File: src/design/ple_pkg.sv
package ple_pkg;

	localparam int PLE_CAPACITY   = 16;
	localparam int PLE_DATA_WIDTH = 32;

	typedef enum logic [2:0] {
		CMD_APPEND    = 3'd0,
		CMD_INSERT    = 3'd1,
		CMD_DEL_FIRST = 3'd2,
		CMD_DEL_LAST  = 3'd3,
		CMD_DEL_POS   = 3'd4,
		CMD_READ      = 3'd5
	} cmd_t;

	typedef enum logic [1:0] {
		STAT_OK    = 2'd0,
		STAT_FULL  = 2'd1,
		STAT_EMPTY = 2'd2,
		STAT_RANGE = 2'd3
	} status_t;

	typedef enum logic {
		ST_IDLE = 1'b0,
		ST_EXEC = 1'b1
	} state_t;

	// controller to datapath commands
	typedef struct packed {
		logic capture;
		logic execute;
	} ple_ctl_t;

endpackage

File: src/design/ple_ctrl.sv
module ple_ctrl import ple_pkg::*; (
	input  logic     clk,
	input  logic     arst_n,
	input  logic     in_valid,
	output logic     in_ready,
	output logic     out_valid,
	input  logic     out_ready,
	output ple_ctl_t ctl
);

	state_t state_q, state_d;
	logic   out_valid_q, out_valid_d;

	always_ff @(posedge clk or negedge arst_n) begin
		if (!arst_n) begin
			state_q     <= ST_IDLE;
			out_valid_q <= 1'b0;
		end else begin
			state_q     <= state_d;
			out_valid_q <= out_valid_d;
		end
	end

	always_comb begin
		state_d     = state_q;
		in_ready    = 1'b0;
		ctl.capture = 1'b0;
		ctl.execute = 1'b0;
		// a taken result frees the slot
		out_valid_d = out_valid_q && !out_ready;
		case (state_q)
			ST_IDLE: begin
				in_ready = 1'b1;
				if (in_valid) begin
					ctl.capture = 1'b1;
					state_d     = ST_EXEC;
				end
			end
			ST_EXEC: begin
				// run only once the result slot is free or being emptied
				if (!out_valid_q || out_ready) begin
					ctl.execute = 1'b1;
					out_valid_d = 1'b1;
					state_d     = ST_IDLE;
				end
			end
			default: begin
				state_d = ST_IDLE;
			end
		endcase
	end

	assign out_valid = out_valid_q;

endmodule

File: src/design/ple_datapath.sv
module ple_datapath import ple_pkg::*; #(
	parameter int CAPACITY   = PLE_CAPACITY,
	parameter int DATA_WIDTH = PLE_DATA_WIDTH
) (
	input  logic               clk,
	input  logic               arst_n,
	input  ple_ctl_t           ctl,
	input  logic [2:0]         command,
	input  logic signed [31:0] value,
	input  logic [4:0]         position,
	output logic [1:0]         status,
	output logic signed [31:0] element_value,
	output logic [4:0]         element_count
);

	localparam int CW = $clog2(CAPACITY + 1);
	localparam int IW = $clog2(CAPACITY);
	localparam int PW = ((CW > 5) ? CW : 5) + 1;

	logic [2:0]                   cmd_q;
	logic signed [31:0]           value_q;
	logic [4:0]                   pos_q;
	logic [CW-1:0]                cnt_q, cnt_d;
	logic signed [DATA_WIDTH-1:0] cells_q [CAPACITY];

	status_t            status_q, stat;
	logic signed [31:0] elem_q, elem;
	logic [4:0]         count_q;

	logic                         full, empty, ins_ok, at_ok;
	logic                         do_ins, do_rem, do_rd;
	logic [IW-1:0]                idx, pos_idx;
	logic [PW-1:0]                pos_ext, cnt_ext;
	logic signed [63:0]           val64, rd64;
	logic signed [DATA_WIDTH-1:0] store, rd_cell;

	always_ff @(posedge clk) begin
		if (ctl.capture) begin
			cmd_q   <= command;
			value_q <= value;
			pos_q   <= position;
		end
	end

	assign full    = (cnt_q == CW'(CAPACITY));
	assign empty   = (cnt_q == '0);
	assign pos_ext = PW'(pos_q);
	assign cnt_ext = PW'(cnt_q);
	assign ins_ok  = (pos_ext != '0) && (pos_ext <= cnt_ext + PW'(1));
	assign at_ok   = (pos_ext != '0) && (pos_ext <= cnt_ext);
	assign pos_idx = IW'(pos_ext - PW'(1));

	always_comb begin
		stat   = STAT_OK;
		do_ins = 1'b0;
		do_rem = 1'b0;
		do_rd  = 1'b0;
		idx    = '0;
		case (cmd_t'(cmd_q))
			CMD_APPEND: begin
				if (full) stat = STAT_FULL;
				else begin
					do_ins = 1'b1;
					idx    = IW'(cnt_q);
				end
			end
			CMD_INSERT: begin
				if (full) stat = STAT_FULL;
				else if (!ins_ok) stat = STAT_RANGE;
				else begin
					do_ins = 1'b1;
					idx    = pos_idx;
				end
			end
			CMD_DEL_FIRST: begin
				if (empty) stat = STAT_EMPTY;
				else do_rem = 1'b1;
			end
			CMD_DEL_LAST: begin
				if (empty) stat = STAT_EMPTY;
				else begin
					do_rem = 1'b1;
					idx    = IW'(cnt_q - CW'(1));
				end
			end
			CMD_DEL_POS: begin
				if (empty) stat = STAT_EMPTY;
				else if (!at_ok) stat = STAT_RANGE;
				else begin
					do_rem = 1'b1;
					idx    = pos_idx;
				end
			end
			CMD_READ: begin
				if (empty) stat = STAT_EMPTY;
				else if (!at_ok) stat = STAT_RANGE;
				else begin
					do_rd = 1'b1;
					idx   = pos_idx;
				end
			end
			default: begin
				stat = STAT_OK;
			end
		endcase
	end

	// sign-extend the beat value, keep the low data bits
	assign val64   = 64'(value_q);
	assign store   = val64[DATA_WIDTH-1:0];
	assign rd_cell = cells_q[idx];
	assign rd64    = 64'(rd_cell);
	assign elem    = (do_rem || do_rd) ? rd64[31:0] : '0;

	always_comb begin
		cnt_d = cnt_q;
		if (do_ins) cnt_d = cnt_q + CW'(1);
		else if (do_rem) cnt_d = cnt_q - CW'(1);
	end

	always_ff @(posedge clk or negedge arst_n) begin
		if (!arst_n) begin
			cnt_q <= '0;
		end else if (ctl.execute) begin
			cnt_q <= cnt_d;
		end
	end

	always_ff @(posedge clk) begin
		if (ctl.execute) begin
			status_q <= stat;
			elem_q   <= elem;
			count_q  <= 5'(cnt_d);
		end
	end

	// each cell loads, takes its lower neighbor, takes its upper neighbor or holds
	for (genvar i = 0; i < CAPACITY; i++) begin : g_cell
		localparam int PREV = (i == 0) ? 0 : i - 1;
		localparam int NEXT = (i == CAPACITY - 1) ? i : i + 1;
		always_ff @(posedge clk) begin
			if (ctl.execute) begin
				if (do_ins) begin
					if (IW'(i) == idx) cells_q[i] <= store;
					else if (IW'(i) > idx) cells_q[i] <= cells_q[PREV];
				end else if (do_rem && (IW'(i) >= idx)) begin
					cells_q[i] <= cells_q[NEXT];
				end
			end
		end
	end

	assign status        = status_q;
	assign element_value = elem_q;
	assign element_count = count_q;

endmodule

File: src/design/positional_list_engine.sv
// channel | signals                                   | dir
// --------+-------------------------------------------+-----
// in      | in_valid, in_ready, command, value,        | in
//         | position                                  |
// out     | out_valid, out_ready, status,              | out
//         | element_value, element_count              |
//
// each command first registers its beat; then the cell
// row shifts, loads or holds and the result register loads
// the next command is taken while a result still waits in the result register
// a stalled output holds the command in its execute cycle until the slot frees
// reset clears the count and the handshake state; cell contents are left as is
module positional_list_engine import ple_pkg::*; #(
	parameter int CAPACITY   = PLE_CAPACITY,
	parameter int DATA_WIDTH = PLE_DATA_WIDTH
) (
	input  logic               clk,
	input  logic               arst_n,
	input  logic               in_valid,
	output logic               in_ready,
	input  logic [2:0]         command,
	input  logic signed [31:0] value,
	input  logic [4:0]         position,
	output logic               out_valid,
	input  logic               out_ready,
	output logic [1:0]         status,
	output logic signed [31:0] element_value,
	output logic [4:0]         element_count
);

	ple_ctl_t ctl;

	ple_ctrl u_ctrl (
		.clk       (clk),
		.arst_n    (arst_n),
		.in_valid  (in_valid),
		.in_ready  (in_ready),
		.out_valid (out_valid),
		.out_ready (out_ready),
		.ctl       (ctl)
	);

	ple_datapath #(
		.CAPACITY   (CAPACITY),
		.DATA_WIDTH (DATA_WIDTH)
	) u_datapath (
		.clk           (clk),
		.arst_n        (arst_n),
		.ctl           (ctl),
		.command       (command),
		.value         (value),
		.position      (position),
		.status        (status),
		.element_value (element_value),
		.element_count (element_count)
	);

endmodule

File: config.mk
export PLATFORM = sky130hd
export DESIGN_NAME = positional_list_engine
export DESIGN_NICKNAME = d
export VERILOG_FILES = /design/src/design/ple_pkg.sv /design/src/design/ple_ctrl.sv /design/src/design/ple_datapath.sv /design/src/design/positional_list_engine.sv
export SDC_FILE = /design/constraint.sdc
export NUM_CORES = 2
export LEC_CHECK = 0
export BUFFER_PORTS_ARGS = -buffer_cell sky130_fd_sc_hd__buf_2
export CAP_MARGIN = 5
export CORE_MARGIN = 2
export CORE_UTILIZATION = 45
export CTS_CLUSTER_SIZE = 12
export DETAILED_ROUTE_END_ITERATION = 12
export GPL_ROUTABILITY_DRIVEN = 0
export GPL_TIMING_DRIVEN = 1
export MAX_ROUTING_LAYER = met4
export PLACE_DENSITY = 0.58
export SLEW_MARGIN = 20
export SYNTH_ARGS = -nofsm -noshare
export SYNTH_HDL_FRONTEND = slang
export SYNTH_SLANG_ARGS = --single-unit
File: constraint.sdc
create_clock -name clk -period 8.3 [get_ports clk]
set_input_delay 1.66 -clock clk [delete_from_list [all_inputs] [get_ports clk]]
set_output_delay 1.66 -clock clk [all_outputs]
set_load 0.02 [all_outputs]
* Yosys cells after proc, flatten, opt, wreduce, memory -nomap -nowiden
Memories as Yosys holds them, arrays and structs flattened. A register that Yosys moved wholly into a read port is not among the register bits. Cells that the tools add are included.
Storage, ports and cells: word-level logic and storage cells 405, output and inout bits 41, RAM bits 512, bits of input ports 44, register bits after elaboration 54, memories kept 1
Memory list:
- u_datapath.cells_q | depth 16, width 32, read ports 17, clocked after Yosys merged registers in 1, write ports 16, line ple_datapath.sv:24 | logic signed [DATA_WIDTH-1:0] cells_q [CAPACITY];
Cells by class: reductions and logical operators 30, mux-type cells 274, add/sub/neg operators 4, eq/ne operators 21, order comparisons 34, bitwise logic cells 33
Operators with widths (count):
- $mux 32 | 32
- $mux 1 | 224
- $eq 4x4->1 const A | 8
- $ge 4x4->1 const A | 8
- $gt 4x4->1 const A | 8
- $or 1x1->1 | 32
- $mux 4 | 6
- $logic_and 1x1->1 | 19
- $eq 3x4->1 const A | 4
- $ge 3x4->1 const A | 4
- $gt 3x4->1 const A | 4
- $pmux 4 s4 | 1
- $mux 2 | 5
- $mux 5 | 2
- $eq 2x4->1 const A | 2
- $ge 1x4->1 const A | 2
- $ge 2x4->1 const A | 2
- $gt 1x4->1 const A | 2
- $gt 2x4->1 const A | 2
- $pmux 2 s4 | 1
- $add 5x1->6 const B | 1
- $eq 3x2->1 const B | 2
- $eq 3x3->1 const B | 2
- $le 5x6->1 | 1
- 16 further kinds | 22

* Depth between registers and ports, before layout
word-level depth 14, depth in mapped cells 18, depth with buffers taken out 12

* Cells and area by module
Synthesis repeated with hierarchy kept, for this count alone.
Second synthesis, totals: cells, all modules 3217, area total of the unflattened synthesis 33533.4 um2
By module, submodules not included:
- ple_datapath | times used 1, cells an instance 3209, sequential area each 17872.1 um2, area an instance 33439.6 um2
- ple_ctrl | times used 1, cells an instance 8, sequential area each 50.0 um2, area an instance 93.8 um2

* Worst setup path before layout
OpenSTA, ideal clock, no wires.
path kind input to register, from in out_ready, to mem u_datapath.cells_q[2][0] (netlist name) (enable), path slack 2.081 ns, data required time 7.832 ns, path buffers 1, library setup time 0.468 ns, data arrival time 5.751 ns, cell stages on the path 7, path through nand2b_1 > nand2_1 > inv_2 > o21ai_1 > or2_2 > clkbuf_1 > nor3b_1
RTL lines:
- from (decl) | line positional_list_engine.sv:25 | input logic out_ready,
- to (decl) | line ple_datapath.sv:24

==> summary.md <==
| Metric | Value |
|---|---|
| Ys Warns | `0` |
| # clock sinks | `roughly 600` |
| P per Cell Area | `371 mW/mm^2` |
| Starting DRT DRC Count | `about 4,000` |
| Clock Latency Late Sink | `approximately 620 ps` |
| Count of cell types in the netlist | `73` |
| Critical Path RT | `around 8600 ps` |
| Vias/cell | `about 6.4` |
| Syn Inst Count | `~3,600` |
| Final wirelength | `~120,000 um` |
| Peak VDD IR | `0.360 mV` |
| Total negative setup slack | `0 ps` |
| Hpwl dp | `approximately 70,000 um` |
| Crit path DAT | `a little under 6000 ps` |
| Final Skew | `~27 ps` |
| RSZ-0062 raised after global routing | `false` |
| Syn avg cell area | `around 9.3 sq um` |
| DRC Markers | `0` |
| Seq cells post-synth | `approximately 600` |
| GRT Total Usage | `31.1%` |
| Final hold vios | `0` |
| WS Path Type | `reg -> reg` |
| Leak | `roughly 0.014 uW` |
| Setup violators final | `0` |
| Area growth, synth to finish | `9.62%` |
| Most frequent cells in the layout | `nand2_1 (903), edfxtp_1 (591), a21oi_1 (458)` |
| Initial antenna violation count | `1` |
| First-pass GRT wire length | `around 180,000 um` |
| Crit path launch type | `flop` |
| Largest net degree at the start of global routing | `roughly 170` |
| Vias in the first global route | `about 27,000` |
| First drt pass iteration count | `9` |
| Die H | `between 200 and 300 um` |
| Rel. slew slack | `21.8%` |
| Min Hold Slack | `approximately 500 ps` |
| Syn Nets | `~3,600` |
| Final min period | `between 5000 and 6000 ps` |
| Status | `complete, no violations` |
| CP Max Fanout | `40` |
| Vias | `between 20,000 and 30,000` |
| FP Rows | `between 90 and 100` |
| Mapped Area | `0.0334 sq mm` |
| Grt ovf | `0` |
| PortBufs | `84` |
| Total CTS buffers | `68` |
| Filler instances | `~6,700` |
| Die X-Extent | `about 280 um` |
| Wirelength per Cell | `between 20 and 30 um` |
| Postcts setup bufs | `0` |
| Final critical-path setup slack | `2670 ps` |
| Number of synthesized flops with an enable pin | `just under 600` |
| Starting density of the core | `45.6%` |
| CTS Hold Bufs | `0` |
| Number of gates resized after CTS | `0` |
| Ys async rst share | `under 10%` |
| Die footprint | `0.0764 sq mm` |
| Clock root buffer master | `clkbuf_16` |
| Dpl ws | `around 2500 ps` |
| Layout Nets | `between 3,000 and 4,000` |
| CTS tree | `yes` |
| Slew Limit Fails | `0` |
| Sequential area share after synthesis | `53.7%` |
| ANT nets after route | `0` |
| I/O pin count | `85` |
| Reg clk slew, reported paths | `about 60 ps` |
| Crit. End Element | `flop` |
| H-tree Lvls | `3` |
| Core area | `around 0.073 sq mm` |
| Commonest non-fill, non-tap cell in the layout | `nand2_1` |
| Synth Flop Type | `edfxtp_1` |
| FMAX | `about 180 MHz` |
| Max-Cap Viols | `0` |
| Final worst-path cycle share | `67.9%` |
| Clock buffer depth | `3` |
| Worst slew pin tran | `around 1200 ps` |
| Min-Delay Path Class | `reg -> reg` |
| Share of post-route cells with drive strength above 1 | `about a tenth` |
[kinds of logic after synthesis]
| logic type | Yosys count | share of synthesized area, % |
|---|---|---|
| adder cells (fa/ha/maj) | 14 | 0.525 |
| buffers and inverters | 319 | 3.93 |
| multiplexers | 260 | 8.05 |
| AO/OA/AOI/OAI | 864 | 15.5 |
| flip-flops | 598 | 53.7 |
| AND/OR/NAND/NOR | 1514 | 18.0 |
| XOR/XNOR | 9 | 0.236 |
[state kept, by name, indices dropped and copies added (netlist names), 2 cells and up]
| signal | count |
|---|---|
| u_datapath.cnt_q | 5 |
| u_datapath.element_value | 32 |
| u_datapath.cells_q | 512 |
| u_datapath.element_count | 5 |
| u_datapath.pos_q | 5 |
| u_datapath.status | 2 |
| u_datapath.store | 32 |
| u_datapath.cmd_q | 3 |
[per-layer routing]
metal  vias to the layer above  track usage (%)  part of all wire, %
met5                         -                -                    0
met4                         0             11.1                  3.4
met3                       301             6.03                   12
met2                      1954             46.8                   45
met1                     14100             42.0                   40
li1                      12700                -                    -
[worst max-delay path, stage by stage, from the launching register on]
cell	delay, ps
dfrtp_1	510
ha_1	290
nand3_1	120
xnor2_1	180
ha_1	340
nand3_1	110
o21bai_1	180
a31o_2	330
a311o_1	610
nor3_4	840
buf_4	580
nand2_2	520
buf_4	480
nor2_1	170
a21oi_1	70
[worst paths after layout]
path | startpoint | end | slack, ps | depth (start not counted)
worst max-delay path | u_datapath.cnt_q[0] | u_datapath.cells_q[4][2] | 2670 | 14
max in group asynchronous | arst_n | u_datapath.cnt_q[1] | 7250 | 1
worst min register to register | u_ctrl.out_valid | u_ctrl.out_valid | 510 | 2
worst max register to register | u_datapath.cnt_q[0] | u_datapath.cells_q[4][2] | 2670 | 14
min in group asynchronous | arst_n | u_ctrl.state_q | 890 | 1
worst min-delay path | u_ctrl.out_valid | u_ctrl.out_valid | 510 | 2
[Yosys cell counts, types with 3 or more instances]
cell      number  area, sq um
nand2b_1       4         25.0
nand3_1       79          395
a31oi_1      220         1380
mux2_2        52          586
nor2_1       465         1750
o211ai_1       3         22.5
nand2_1      914         3430
a221o_1        9         90.1
mux2i_1      193         1930
inv_1         10         37.5
buf_2         59          295
dfrtp_1        7          175
a211oi_1       3         22.5
nor2b_1        7         43.8
o21a_1         3         22.5
and2_1         4         25.0
a21oi_1      460         2300
o21ai_1        6         30.0
o21ai_0        8         40.0
a22oi_1       65          488
mux2_1        15          169
nor3_1         5         25.0
xnor2_1        9         78.8
buf_1         13         48.8
nor3_2         3         30.0
clkbuf_1     224          841
buf_4         11         82.6
a32oi_1       64          561
ha_1          14          175
edfxtp_1     591        17700
and3_1         7         43.8
or3_1          4         25.0
[final cells by class]
cell class | instances | area, sq um | area share [%]
Antenna cell | 1 | 2.50 | 0.00684
Clock buffer | 84 | 1800 | 4.93
Clock inverter | 35 | 180 | 0.492
Inverter | 12 | 45.0 | 0.123
Multi-Input combinational cell | 2661 | 14500 | 39.5
Sequential cell | 598 | 17900 | 49.0
Tap cell | 959 | 1200 | 3.28
Timing Repair Buffer | 152 | 980 | 2.68
[where the power goes]
part	internal (uW)	switching, uW	total (uW)
Sequential	4640	732	5370
Combinational	1550	3840	5390
Clock	1540	1280	2820
[stage by stage]
stage	cells	utilization (%)	power, uW	area (sq um)
finish	4502	50.0	13600	36600
global route	4502	50.0	14200	36600
CTS	4500	49.9	13400	36600
global placement	4379	47.2	10500	34500
detailed placement	4381	47.2	10600	34600
floorplan	3578	-	8590	33400
Note: power is estimated with default switching activity, not from simulation.
